==> src/rational_arith_unit_macros.svh <==
// Assertion macros for the rational arithmetic unit.
// Used by the front and back modules; no other dependencies.
`ifndef RATIONAL_ARITH_UNIT_MACROS_SVH
`define RATIONAL_ARITH_UNIT_MACROS_SVH
`ifndef SYNTHESIS
`define RAU_ASSERT(label, clk, rst_n, prop, msg) \
	label: assert property (@(posedge clk) disable iff (!rst_n) (prop)) else $error(msg);
`define RAU_ASSERT_NR(label, clk, prop, msg) \
	label: assert property (@(posedge clk) (prop)) else $error(msg);
`else
`define RAU_ASSERT(label, clk, rst_n, prop, msg)
`define RAU_ASSERT_NR(label, clk, prop, msg)
`endif
`endif

==> src/rau_pkg.sv <==
// Shared types and constants for the rational arithmetic unit.
// No dependencies.
package rau_pkg;
	localparam int WIDTH = 32;
	localparam int MW = 2 * WIDTH;

	localparam logic [2:0] FUNC_ADD = 3'd0;
	localparam logic [2:0] FUNC_SUB = 3'd1;
	localparam logic [2:0] FUNC_MUL = 3'd2;
	localparam logic [2:0] FUNC_DIV = 3'd3;

	localparam logic [1:0] ST_OK = 2'd0;
	localparam logic [1:0] ST_ZDEN = 2'd1;
	localparam logic [1:0] ST_DIVZ = 2'd2;
	localparam logic [1:0] ST_OVF = 2'd3;

	typedef struct packed {
		logic [2:0] func;
		logic signed [31:0] lhs_num;
		logic signed [31:0] lhs_den;
		logic signed [31:0] rhs_num;
		logic signed [31:0] rhs_den;
	} in_item_t;

	typedef struct packed {
		logic signed [31:0] res_num;
		logic [30:0] res_den;
		logic [1:0] status;
	} out_item_t;

	// Classified item handed from front to back.
	typedef struct packed {
		logic [1:0] status;    // nonzero: error, no computation
		logic [2:0] op;        // ADD/SUB/MUL/DIV, anything else reduce
		logic ln_neg, ld_neg, rn_neg, rd_neg;
		logic [WIDTH-1:0] ln, ld, rn, rd;   // magnitudes
	} cls_t;

	typedef enum logic [2:0] {
		B_IDLE, B_MUL, B_GCD, B_DIVN, B_DIVD, B_DONE
	} back_state_t;
endpackage

==> src/rational_arith_unit.sv <==
// Rational arithmetic unit: add, subtract, multiply, divide or reduce fractions.
// Depends on rau_pkg, rau_front and rau_back.
//
// Input channel in_valid/in_ready carries in_data (func and two fractions);
// output channel out_valid/out_ready carries out_data (reduced fraction and
// status). Each input transfer yields exactly one output transfer, in order.
// The front classifies an item in its accept cycle and queues it (two entries);
// the back forms cross products on one 32x32 multiplier in sequence,
// runs Euclid with a one-bit-per-cycle shift-subtract divider, one
// division per remainder step, then divides numerator and denominator by
// the GCD, one after the other. There is always at least one Euclid step;
// error items skip the Euclid and division steps. The back holds one item
// at a time: it takes a new item only after the last result has been loaded
// into the output register. The result sits there; while the receiver stalls
// it holds, the back waits, and the front keeps taking items until its queue
// is full. Reset clears the queue and the back sequencer; no results are
// pending after reset.
module rational_arith_unit import rau_pkg::*; (
	input  logic      clk,
	input  logic      arst_n,
	input  logic      in_valid,
	output logic      in_ready,
	input  in_item_t  in_data,
	output logic      out_valid,
	input  logic      out_ready,
	output out_item_t out_data
);
	logic cls_valid, cls_ready;
	cls_t cls_data;

	rau_front u_front (
		.clk(clk), .arst_n(arst_n),
		.in_valid(in_valid), .in_ready(in_ready), .in_data(in_data),
		.cls_valid(cls_valid), .cls_ready(cls_ready), .cls_data(cls_data)
	);

	rau_back u_back (
		.clk(clk), .arst_n(arst_n),
		.cls_valid(cls_valid), .cls_ready(cls_ready), .cls_data(cls_data),
		.out_valid(out_valid), .out_ready(out_ready), .out_data(out_data)
	);
endmodule

==> src/rau_front.sv <==
// Front part: takes input items, takes magnitudes and signs, checks errors.
// Depends on rau_pkg.
module rau_front import rau_pkg::*; (
	input  logic     clk,
	input  logic     arst_n,
	input  logic     in_valid,
	output logic     in_ready,
	input  in_item_t in_data,
	output logic     cls_valid,
	input  logic     cls_ready,
	output cls_t     cls_data
);
	`include "rational_arith_unit_macros.svh"

	logic [WIDTH-1:0] ln, ld, rn, rd;
	logic lnn, ldn, rnn, rdn, two;
	cls_t c;

	assign lnn = in_data.lhs_num[WIDTH-1];
	assign ldn = in_data.lhs_den[WIDTH-1];
	assign rnn = in_data.rhs_num[WIDTH-1];
	assign rdn = in_data.rhs_den[WIDTH-1];
	assign ln = lnn ? (~in_data.lhs_num[WIDTH-1:0] + 1'b1) : in_data.lhs_num[WIDTH-1:0];
	assign ld = ldn ? (~in_data.lhs_den[WIDTH-1:0] + 1'b1) : in_data.lhs_den[WIDTH-1:0];
	assign rn = rnn ? (~in_data.rhs_num[WIDTH-1:0] + 1'b1) : in_data.rhs_num[WIDTH-1:0];
	assign rd = rdn ? (~in_data.rhs_den[WIDTH-1:0] + 1'b1) : in_data.rhs_den[WIDTH-1:0];
	assign two = (in_data.func <= FUNC_DIV);

	always_comb begin
		c = '0;
		c.op = in_data.func;
		c.ln_neg = lnn;
		c.ld_neg = ldn;
		c.rn_neg = rnn;
		c.rd_neg = rdn;
		c.ln = ln;
		c.ld = ld;
		c.rn = rn;
		c.rd = rd;
		if (ld == '0 || (two && rd == '0)) begin
			c.status = ST_ZDEN;
		end else if (in_data.func == FUNC_DIV && rn == '0) begin
			c.status = ST_DIVZ;
		end else begin
			c.status = ST_OK;
		end
	end

	// Two-entry queue toward the back part.
	cls_t q_q [2];
	logic rd_ptr_q, wr_ptr_q;
	logic [1:0] cnt_q;
	logic push, pop;

	assign in_ready = (cnt_q != 2'd2);
	assign push = in_valid && in_ready;
	assign pop = cls_valid && cls_ready;
	assign cls_valid = (cnt_q != 2'd0);
	assign cls_data = q_q[rd_ptr_q];

	always_ff @(posedge clk) begin
		if (push) begin
			q_q[wr_ptr_q] <= c;
		end
	end

	always_ff @(posedge clk or negedge arst_n) begin
		if (!arst_n) begin
			rd_ptr_q <= 1'b0;
			wr_ptr_q <= 1'b0;
			cnt_q <= 2'd0;
		end else begin
			if (push) wr_ptr_q <= ~wr_ptr_q;
			if (pop) rd_ptr_q <= ~rd_ptr_q;
			cnt_q <= cnt_q + {1'b0, push} - {1'b0, pop};
		end
	end

	`RAU_ASSERT(a_cnt_range, clk, arst_n, cnt_q != 2'd3, "queue count out of range")
	`RAU_ASSERT(a_full_nopush, clk, arst_n, (cnt_q == 2'd2) |-> !push, "push into full queue")
	`RAU_ASSERT(a_ptr_sync, clk, arst_n, (cnt_q == 2'd0 || cnt_q == 2'd2) |-> (rd_ptr_q == wr_ptr_q),
		"queue pointers disagree with count")
endmodule

==> src/rau_back.sv <==
// Back part: cross products, Euclidean GCD, division by GCD, range check.
// Depends on rau_pkg; the shared shift-subtract divider iterates one bit per cycle.
module rau_back import rau_pkg::*; (
	input  logic      clk,
	input  logic      arst_n,
	input  logic      cls_valid,
	output logic      cls_ready,
	input  cls_t      cls_data,
	output logic      out_valid,
	input  logic      out_ready,
	output out_item_t out_data
);
	`include "rational_arith_unit_macros.svh"

	localparam int CW = $clog2(MW + 1);

	back_state_t state_q, state_d;
	cls_t item_q;
	logic [1:0] mstep_q;
	logic [MW-1:0] p0_q, p1_q;        // products
	logic [MW:0] n_mag_q;             // raw numerator magnitude
	logic n_neg_q;
	logic [MW-1:0] d_mag_q;
	logic d_neg_q;
	logic [MW-1:0] gx_q, gy_q;        // Euclid operands
	// Shared restoring divider: quotient/dividend shift register and remainder.
	logic [MW-1:0] dq_q, drem_q, ddiv_q;
	logic [CW-1:0] dcnt_q;
	logic [MW-1:0] qn_q;
	logic out_valid_q;
	out_item_t out_q;

	logic [WIDTH-1:0] ma, mb;
	logic [MW-1:0] prod;
	logic [MW:0] trial;
	logic [MW-1:0] rem_sh;
	logic take;
	logic ln_sign_a, ln_sign_b;

	// Multiplier operand select per step.
	always_comb begin
		ma = item_q.ln;
		mb = item_q.rd;
		case (mstep_q)
			2'd0: begin
				ma = item_q.ln;
				mb = (item_q.op == FUNC_MUL) ? item_q.rn : item_q.rd;
			end
			2'd1: begin
				ma = (item_q.op == FUNC_DIV) ? item_q.rn : item_q.rd;
				mb = item_q.ld;
			end
			2'd2: begin
				ma = item_q.rn;
				mb = item_q.ld;
			end
			default: begin
				ma = item_q.ln;
				mb = item_q.rd;
			end
		endcase
	end
	assign prod = MW'(ma) * MW'(mb);

	// One shift-subtract step.
	assign rem_sh = {drem_q[MW-2:0], dq_q[MW-1]};
	assign trial = {drem_q, dq_q[MW-1]} - {1'b0, ddiv_q};
	assign take = !trial[MW];

	assign ln_sign_a = item_q.ln_neg ^
		((item_q.op == FUNC_MUL) ? item_q.rn_neg : item_q.rd_neg);
	assign ln_sign_b = item_q.rn_neg ^ item_q.ld_neg ^ (item_q.op == FUNC_SUB);

	always_comb begin
		state_d = state_q;
		case (state_q)
			B_IDLE: if (cls_valid) state_d = B_MUL;
			B_MUL: begin
				if (item_q.status != ST_OK) state_d = B_DONE;
				else if (mstep_q == 2'd3) state_d = B_GCD;
			end
			B_GCD: if (gy_q == '0 && dcnt_q == '0) state_d = B_DIVN;
			B_DIVN: if (dcnt_q == CW'(MW - 1)) state_d = B_DIVD;
			B_DIVD: if (dcnt_q == CW'(MW - 1)) state_d = B_DONE;
			B_DONE: if (!out_valid_q || out_ready) state_d = B_IDLE;
			default: state_d = B_IDLE;
		endcase
	end

	always_comb begin
		cls_ready = (state_q == B_IDLE);
	end

	logic [MW:0] sum_a, sum_b;
	logic [MW:0] nm_fin;
	logic nneg_fin, ovf;
	localparam logic [MW:0] HALF = (MW+1)'(1) << (WIDTH - 1);
	assign sum_a = {1'b0, p0_q};
	assign sum_b = {1'b0, prod};
	assign nm_fin = {1'b0, qn_q};
	assign nneg_fin = (n_neg_q != d_neg_q) && (qn_q != '0);
	assign ovf = ({1'b0, dq_q} > HALF - 1'b1) ||
		(nm_fin > (nneg_fin ? HALF : HALF - 1'b1));

	always_ff @(posedge clk) begin
		case (state_q)
			B_IDLE: begin
				item_q <= cls_data;
				mstep_q <= 2'd0;
				dcnt_q <= '0;
			end
			B_MUL: begin
				mstep_q <= mstep_q + 2'd1;
				case (mstep_q)
					2'd0: begin
						p0_q <= (item_q.op > FUNC_DIV) ? MW'(item_q.ln) : prod;
					end
					2'd1: begin
						d_mag_q <= (item_q.op > FUNC_DIV) ? MW'(item_q.ld) : prod;
						d_neg_q <= (item_q.op > FUNC_DIV) ? item_q.ld_neg :
							(item_q.ld_neg ^
							((item_q.op == FUNC_DIV) ? item_q.rn_neg : item_q.rd_neg));
					end
					2'd2: begin
						if (item_q.op == FUNC_ADD || item_q.op == FUNC_SUB) begin
							if (ln_sign_a == ln_sign_b) begin
								n_mag_q <= sum_a + sum_b;
								n_neg_q <= ln_sign_a;
							end else if (sum_a >= sum_b) begin
								n_mag_q <= sum_a - sum_b;
								n_neg_q <= ln_sign_a;
							end else begin
								n_mag_q <= sum_b - sum_a;
								n_neg_q <= ln_sign_b;
							end
						end else begin
							n_mag_q <= sum_a;
							n_neg_q <= (item_q.op > FUNC_DIV) ? item_q.ln_neg : ln_sign_a;
						end
					end
					default: begin
						gx_q <= n_mag_q[MW-1:0];
						gy_q <= d_mag_q;
					end
				endcase
			end
			B_GCD: begin
				// Euclid: each remainder x mod y runs through the divider.
				if (dcnt_q == '0) begin
					if (gy_q != '0) begin
						dq_q <= gx_q;
						drem_q <= '0;
						ddiv_q <= gy_q;
						dcnt_q <= CW'(1);
					end else begin
						dq_q <= n_mag_q[MW-1:0];
						drem_q <= '0;
						ddiv_q <= gx_q;
					end
				end else begin
					drem_q <= take ? trial[MW-1:0] : rem_sh;
					dq_q <= {dq_q[MW-2:0], take};
					if (dcnt_q == CW'(MW)) begin
						gx_q <= gy_q;
						gy_q <= take ? trial[MW-1:0] : rem_sh;
						dcnt_q <= '0;
					end else begin
						dcnt_q <= dcnt_q + CW'(1);
					end
				end
			end
			B_DIVN, B_DIVD: begin
				if (dcnt_q == CW'(MW - 1)) begin
					dcnt_q <= '0;
					if (state_q == B_DIVN) begin
						qn_q <= {dq_q[MW-2:0], take};
						dq_q <= d_mag_q;
						drem_q <= '0;
					end else begin
						dq_q <= {dq_q[MW-2:0], take};
						drem_q <= take ? trial[MW-1:0] : rem_sh;
					end
				end else begin
					dcnt_q <= dcnt_q + CW'(1);
					dq_q <= {dq_q[MW-2:0], take};
					drem_q <= take ? trial[MW-1:0] : rem_sh;
				end
			end
			default: begin
			end
		endcase
	end

	// The divider counter is zero on entry to DIVN and DIVD, so each division
	// takes MW steps, counted from 0 to MW-1.
	always_ff @(posedge clk or negedge arst_n) begin
		if (!arst_n) begin
			state_q <= B_IDLE;
			out_valid_q <= 1'b0;
		end else begin
			state_q <= state_d;
			if (state_q == B_DONE && (!out_valid_q || out_ready)) begin
				out_valid_q <= 1'b1;
			end else if (out_valid_q && out_ready) begin
				out_valid_q <= 1'b0;
			end
		end
	end

	always_ff @(posedge clk) begin
		if (state_q == B_DONE && (!out_valid_q || out_ready)) begin
			if (item_q.status != ST_OK) begin
				out_q.res_num <= '0;
				out_q.res_den <= 31'd1;
				out_q.status <= item_q.status;
			end else if (ovf) begin
				out_q.res_num <= '0;
				out_q.res_den <= 31'd1;
				out_q.status <= ST_OVF;
			end else begin
				out_q.status <= ST_OK;
				out_q.res_num <= 32'(signed'(nneg_fin ?
					(~qn_q[WIDTH-1:0] + 1'b1) : qn_q[WIDTH-1:0]));
				out_q.res_den <= 31'(dq_q[WIDTH-2:0]);
			end
		end
	end

	assign out_valid = out_valid_q;
	assign out_data = out_q;

	`RAU_ASSERT(a_hold, clk, arst_n, (out_valid && !out_ready) |=> $stable(out_data),
		"result changed while stalled")
	`RAU_ASSERT(a_den_pos, clk, arst_n, out_valid |-> (out_data.res_den != '0),
		"zero result denominator")
	`RAU_ASSERT(a_err_zero, clk, arst_n,
		(out_valid && out_data.status != ST_OK) |-> (out_data.res_num == '0),
		"error result with nonzero numerator")
	`RAU_ASSERT_NR(a_accept_idle, clk, (cls_valid && cls_ready) |-> (state_q == B_IDLE),
		"accept outside idle")
endmodule

==> config.mk <==
export PLATFORM = sky130hd
export DESIGN_NAME = rational_arith_unit
export DESIGN_NICKNAME = d
export VERILOG_FILES = /design/src/rau_pkg.sv /design/src/rational_arith_unit.sv /design/src/rau_front.sv /design/src/rau_back.sv
export VERILOG_INCLUDE_DIRS = /design/src /design/src/src
export SDC_FILE = /design/constraint.sdc
export NUM_CORES = 2
export LEC_CHECK = 0
export ABC_AREA = 1
export BUFFER_PORTS_ARGS = -buffer_cell sky130_fd_sc_hd__clkbuf_2
export CAP_MARGIN = 20
export CORE_MARGIN = 1
export CORE_UTILIZATION = 25
export DETAILED_ROUTE_END_ITERATION = 8
export PLACE_DENSITY_LB_ADDON = 0.08
export SLEW_MARGIN = 10
export SYNTH_ARGS = -nofsm -noshare
export SYNTH_HDL_FRONTEND = slang
export SYNTH_SLANG_ARGS = --single-unit
==> constraint.sdc <==
create_clock -name clk -period 18.6 [get_ports clk]
set_input_delay 3.72 -clock clk [delete_from_list [all_inputs] [get_ports clk]]
set_output_delay 3.72 -clock clk [all_outputs]
set_load 0.05 [all_outputs]
==> Word level (Yosys, flattened, before mapping) <==
Memories as Yosys holds them, arrays and structs flattened. A register that Yosys moved wholly into a read port is not among the register bits.
Cells that the tools add are included.
{ "word_totals": {"regBits": 660, "ram_bits": 274, "inputBits": 135, "output_inout_bits": 67, "word_cells": 187, "memories": 1} }
{ "memory_table": {"columns": ["memory", "words", "word_bits", "rd", "rd_ports_with_merged_regs", "write_ports", "line", "rtl"], "rows": [
  ["u_front.q_q", 2, 137, 1, 1, 1, "rau_front.sv:50", "cls_t q_q [2];"]
]} }
{ "classes": {"add_sub_neg": 13, "n_mul": 1, "order_cmp": 5, "eq_ne": 27, "muxes": 63, "n_bitwise": 11, "reduce_logical": 43} }
{ "ops": {"columns": ["op", "n"], "rows": [
  ["64-bit two-way mux", 18],
  ["64-bit case mux with 2 select lines", 4],
  ["32-bit two-way mux", 10],
  ["32-bit by 1-bit adder with 32-bit output (second input constant)", 5],
  ["32-bit NOT", 5],
  ["32-bit case mux with 2 select lines", 2],
  ["64-bit nonzero test", 2],
  ["64-bit subtractor", 2],
  ["32-bit logical NOT", 3],
  ["64-bit by 65-bit > comparator with 1-bit output", 1],
  ["65-bit by 64-bit subtractor with 65-bit output", 1],
  ["64-bit adder", 1],
  ["64-bit greater-or-equal comparator", 1],
  ["64-bit by 31-bit > comparator with 1-bit output (second input constant)", 1],
  ["64-bit logical NOT", 1],
  ["32-bit by 32-bit multiplier with 64-bit output", 1],
  ["7-bit two-way mux", 4],
  ["3-bit two-way mux", 7],
  ["7-bit case mux with 3 select lines", 1],
  ["3-bit case mux with 6 select lines", 1],
  ["3-bit by 2-bit == test with 1-bit output (second input constant)", 5],
  ["2-bit nonzero test", 6],
  ["1-bit two-way mux", 11],
  ["2-bit by 1-bit inequality test with 1-bit output (second input constant)", 5],
  ["other kinds (34)", 65]
]} }

==> Depth between registers and ports, before layout <==
{ "logic_depth": {"depth_word": 8, "mapped_depth": 61, "depth_no_buf": 58} }

==> Cells and area by module <==
Synthesis repeated with hierarchy kept, for this count alone.
{ "unflattened": {"hier_cells": 13951, "hier_area_um2": 106016.7} }
{ "by_module_without_submodules": {"columns": ["module", "instances", "cells_each", "area_each_um2", "seq_area_each_um2"], "rows": [
  ["rau_back", 1, 12257, 91436.4, 23792.8],
  ["rau_front", 1, 1694, 14580.2, 8328.0]
]} }

==> Worst setup path before layout <==
No wires, ideal clock.
{ "synth_path": {"path_type": "register -> register", "start": "register u_back.dcnt_q[0]", "end": "register u_back.gx_q[0] (enable)", "setup_time_ns": 0.804, "arrival_time_ns": 10.246, "t_required_ns": 17.796, "path_slack_ns": 7.550, "stages_incl_launch_ff": 7, "path_buffers": 0, "period_less_slack_ns": 11.050, "path_cell_list": "edfxtp_1 -> inv_1 -> ha_1 -> nand3_1 -> inv_1 -> a31oi_1 -> a211oi_1"} }
{ "synth_between": {"elab_chain_len": 3, "elab_cells_between_ends": 5, "classes_between": "eq/ne (3); reduce/logical (2)"} }
{ "synth_lines": {"columns": ["item", "line", "rtl"], "rows": [
  ["from (decl)", "rau_back.sv:28", "logic [CW-1:0] dcnt_q;"],
  ["from (signal assigned)", "rau_back.sv:168", "dcnt_q <= dcnt_q + CW'(1);"],
  ["from (signal assigned)", "rau_back.sv:184", "dcnt_q <= dcnt_q + CW'(1);"],
  ["7-bit == test or 7-bit logical NOT (tied branches)", "rau_back.sv:163, rau_back.sv:149", null],
  ["2-bit by 1-bit inequality test with 1-bit output (no source line) or 2-bit inequality test (tied branches)", null, null],
  ["4-bit AND reduction (no source line) *", null, null],
  ["to (signal assigned)", "rau_back.sv:142", "gx_q <= n_mag_q[MW-1:0];"],
  ["to (signal assigned)", "rau_back.sv:164", "gx_q <= gy_q;"],
  ["to (decl)", "rau_back.sv:25", "logic [MW-1:0] gx_q, gy_q;"]
]} }
Mark *: on every way between the ends. The rest lies on a longest branch, timed or not.
A chain may end at the register's enable or synchronous reset.

==> Worst setup path in the final report <==
{ "layout_path": {"start": "register u_back.mstep_q[0]", "end": "register u_back.n_mag_q[2] (data pin)"} }
{ "layout_between": {"elab_chain_len": 8, "elab_cells_between_ends": 14, "classes_between": "add/sub (3); mul (1); order compare (1); eq/ne (2); mux (5); reduce/logical (2)"} }
{ "layout_lines": {"columns": ["item", "line", "rtl"], "rows": [
  ["from (decl)", "rau_back.sv:19", "logic [1:0] mstep_q;"],
  ["from (signal assigned)", "rau_back.sv:113", "mstep_q <= mstep_q + 2'd1;"],
  ["2-bit by 1-bit == test with 1-bit output or 2-bit == test (tied branches)", "rau_back.sv:44", "case (mstep_q)"],
  ["2-bit OR reduction (no source line)", null, null],
  ["32-bit case mux with 2 select lines", "rau_back.sv:44", null],
  ["32-bit by 32-bit multiplier with 64-bit output *", "rau_back.sv:63", "assign prod = MW'(ma) * MW'(mb);"],
  ["via u_back.prod[62]", "rau_back.sv:34", "logic [MW-1:0] prod;"],
  ["64-bit greater-or-equal comparator *", "rau_back.sv:129", "end else if (sum_a >= sum_b) begin"],
  ["64-bit two-way mux *", "rau_back.sv:129", null],
  ["64-bit two-way mux *", "rau_back.sv:126", "if (ln_sign_a == ln_sign_b) begin"],
  ["64-bit two-way mux *", "rau_back.sv:125", "if (item_q.op == FUNC_ADD || item_q.op == FUNC_SUB) begin"],
  ["to (signal assigned)", "rau_back.sv:127", "n_mag_q <= sum_a + sum_b;"],
  ["to (signal assigned)", "rau_back.sv:130", "n_mag_q <= sum_a - sum_b;"],
  ["to (signal assigned)", "rau_back.sv:133", "n_mag_q <= sum_b - sum_a;"],
  ["to (decl)", "rau_back.sv:21", "logic [MW:0] n_mag_q;"]
]} }
The timed path passes the listed nets; every way through them passes the cells marked *.

==> parameters.txt <==
Parameter                              Value

STA
  Maximum operating frequency ... 68.0 MHz
  Worst-case clock skew ... 0.0821 ns
  Slew at the pin closest to its max-slew limit ... 1.22 ns
  Post-route fraction of the period consumed by the critical path ... 79.1%
  Worst Setup Slack, final ... 3.89 ns
  Setup violators final ... 0
  Min Clock Period, post-route ... 14.71 ns
  Total count of hold-check failures in the final report ... 0
  Relative max-transition margin ... 17.8%
  Count of pins over their slew limit ... 0
  Setup repair after global routing missed its margin ... no
  Total Negative Setup Slacks ... 0 ns

Detailed routing
  Final routed wire length divided by cell count ... 25.9 um
  First DRT Iteration DRCs ... 6,969
  Top layer used by detailed routing ... met5
  Number of nets still failing antenna checks after routing ... 0
  Post-detailed-route via-to-cell ratio ... 4.70
  Detailed-route via count ... 89,397
  DRC errors left ... 0
  Met1 wire length ... 231,000 um
  Number of iterations in the first detailed-routing pass ... 6
  Post-Route WL ... 492,000 um
  Total length of routed met3 wires ... 19,900 um
  Detailed route wirelength on metal2 ... 228,000 um

Synthesis
  Flip-flop cell with the highest count after synthesis ... edfxtp_1
  Average size of a mapped cell ... 7.84 um^2
  Synth Net Count ... 14,955
  Post-synth EDFFs ... 1,063
  Synth cell types ... 62
  Number of synthesized register bits ... 1,071
  Number of standard cells after synthesis ... 13,355
  Top-area cell type share of the netlist area ... 30.5%
  Cell types occupying the most area after synthesis ... edfxtp_1 (30%), fa_1 (17%), nand2_1 (12%)
  Ys Warns ... 0
  Post-synthesis cell area ... 0.105 mm^2
  Yosys top cell by area ... edfxtp_1
  Proportion of synthesized chip area in sequential cells ... 30.7%
  Async set-or-reset flop fraction in the synthesized netlist ... 0.747%

Clocking
  Clock tree from TritonCTS ... yes
  Clock buffer count from CTS ... 139
  Hold bufs inserted after CTS ... 0
  CTS resizes ... 0
  Setup fix buffers added after clock tree synthesis ... 0
  Buffer cell driving the clock tree root ... clkbuf_16
  Sink Count ... 1,071
  CTS clk-pin slew, worst paths ... 0.07 ns
  Clock tree buffer depth ... 4
  Clock latency reported for the late side of the worst-skew pair ... 0.85 ns
  Maximum level of the CTS H-tree ... 4

Die
  Horizontal die dimension ... 649 um
  DIE AREA ... 0.422 mm^2
  Site Rows ... 237
  Initial core utilization ... 25.1%
  Area of the core ... 0.417 mm^2
  Count of pins on the block boundary ... 202
  Die height ... 649 um

Final layout
  Non-Filler Cell Area, Final ... 0.117 mm^2
  Number of nets at the end of the flow ... 15,013
  Final cell utilization of the core ... 27.9%
  Leading cell type in the layout, fill and taps excluded ... nand2_1
  Layout cells sized above 1 ... 6.10%
  Area growth from synthesis to layout ... 11.2%
  Highest-count cells in the layout ignoring fill and taps ... nand2_1 (3,358), inv_1 (2,533), nor2_1 (1,675)

Placement
  Gp weighted congestion ... 0.939
  Number of buffer cells added on primary ports ... 201
  Post-Place Worst Slack ... 4.39 ns
  Post-DP HPWL ... 399,000 um
  Placement-stage cell area ... 0.112 mm^2

Global routing
  Vias in the first global route ... 89,650
  Pin count of the biggest net entering global routing ... 137
  First-pass GRT wire length ... 692,000 um
  Total congestion overflow after global routing ... 0
  Antenna violations before repair ... 45
  GRT Overall Usage ... 22.8%

Job
  Maximum capacitance violations ... 0

Setup path
  Worst endpoint data arrival time ... 15.27 ns
  Crit path launch type ... register
  Bufs and invs on worst path ... 16
  Critical path required time ... 19.15 ns
  Largest delay share family, worst path ... adder cells
  Largest stage delay on the critical path ... 0.90 ns
  Worst Setup Path Type ... register to register
  Crit path max fanout ... 49
  Library cell appearing most often on the critical path ... inv_1
  CP Capture Type ... register
  Slowest stage cell, crit path ... xor2_1

Min path
  Path category of the worst min-delay check ... register to register

Status
  Outcome ... finished, final reports clean
-- worst register-to-register path, delay by kind of cell (launching register included) --
| kind | cells | cell delay, ns |
|---|---|---|
| AO/OA/AOI/OAI | 4 | 1.32 |
| AND/OR/NAND/NOR | 17 | 3.13 |
| flip-flops | 1 | 0.43 |
| buffers and inverters | 16 | 3.33 |
| adder cells (fa/ha/maj) | 11 | 5.30 |
| XOR/XNOR | 1 | 0.90 |
-- state kept, by name, indices dropped and copies added (netlist names), 64 cells and up --
| name | cells |
|---|---|
| u_back.drem_q | 64 |
| u_front.q_q | 274 |
| u_back.dq_q | 64 |
| u_back.p0_q | 64 |
| u_back.ddiv_q | 64 |
| u_back.out_data | 65 |
| u_back.gx_q | 64 |
| u_back.item_q | 137 |
| u_back.gy_q | 64 |
| u_back.d_mag_q | 64 |
| u_back.n_mag_q | 64 |
| u_back.qn_q | 64 |
-- per-stage QoR --
stage                     hold slack, ns  instances
after global placement             0.467      18765
after floorplan                    0.450      13355
after detailed placement           0.465      18768
after global routing               0.497      19011
after CTS                          0.480      19007
final                              0.482      19026
-- worst paths after layout --
| kind | startpoint | end | slack [ns] | cells past startpoint |
|---|---|---|---|---|
| worst max-delay path | u_back.mstep_q[0]$_SDFFCE_PP0P_ | u_back.n_mag_q[2]$_DFFE_PP_ | 3.89 | 49 |
| worst min-delay path | u_back.dq_q[20]$_DFFE_PP_ | u_back.qn_q[21]$_DFFE_PP_ | 0.48 | 0 |
| worst max register to register | u_back.mstep_q[0]$_SDFFCE_PP0P_ | u_back.n_mag_q[2]$_DFFE_PP_ | 3.89 | 49 |
| worst min register to register | u_back.dq_q[20]$_DFFE_PP_ | u_back.qn_q[21]$_DFFE_PP_ | 0.48 | 0 |
| max in group asynchronous | arst_n | u_front.rd_ptr_q$_DFFE_PN0P_ | 15.64 | 1 |
| min in group asynchronous | arst_n | u_front.wr_ptr_q$_DFFE_PN0P_ | 2.74 | 1 |
-- kinds of logic after synthesis --
group	synth area share [%]
buffers and inverters	11.2
and+or+nand+nor	22.3
adders and majority gates	24.0
xor gates and xnor gates	2.25
AOI/OAI and AO/OA	7.99
muxes	1.62
DFF	30.7
-- synthesized netlist by cell type, types with 54 or more instances --
| library cell | count |
|---|---|
| o21ai_0 | 573 |
| inv_1 | 2543 |
| nor3_1 | 100 |
| nor2_1 | 1687 |
| o21bai_1 | 64 |
| nor4_1 | 54 |
| nand2_1 | 3362 |
| xor2_1 | 183 |
| xnor2_1 | 81 |
| nand4_1 | 119 |
| nand3_1 | 460 |
| mux2_2 | 137 |
| buf_2 | 117 |
| ha_1 | 565 |
| fa_1 | 900 |
| edfxtp_1 | 1063 |
| a21oi_1 | 644 |
| clkbuf_1 | 263 |
-- routing by layer --
metal  track usage, %  up-vias
li1                 -    41851
met1             32.0    44878
met2             37.6     2211
met3             2.16      449
met4             5.48        8
met5                0        -
-- layout make-up --
cell class	count	area, um^2
Fill cell	45880	300000
Multi-Input combinational cell	9258	61100
Sequential cell	1071	32100
Inverter	2570	9670
Tap cell	5497	6880
Clock buffer	166	3620
Timing Repair Buffer	373	2390
Clock inverter	73	677
Antenna cell	18	45.0
Power is left out: the tool's default activity adds up to more than one toggle a clock period on the data nets, which glitch-free logic cannot reach.
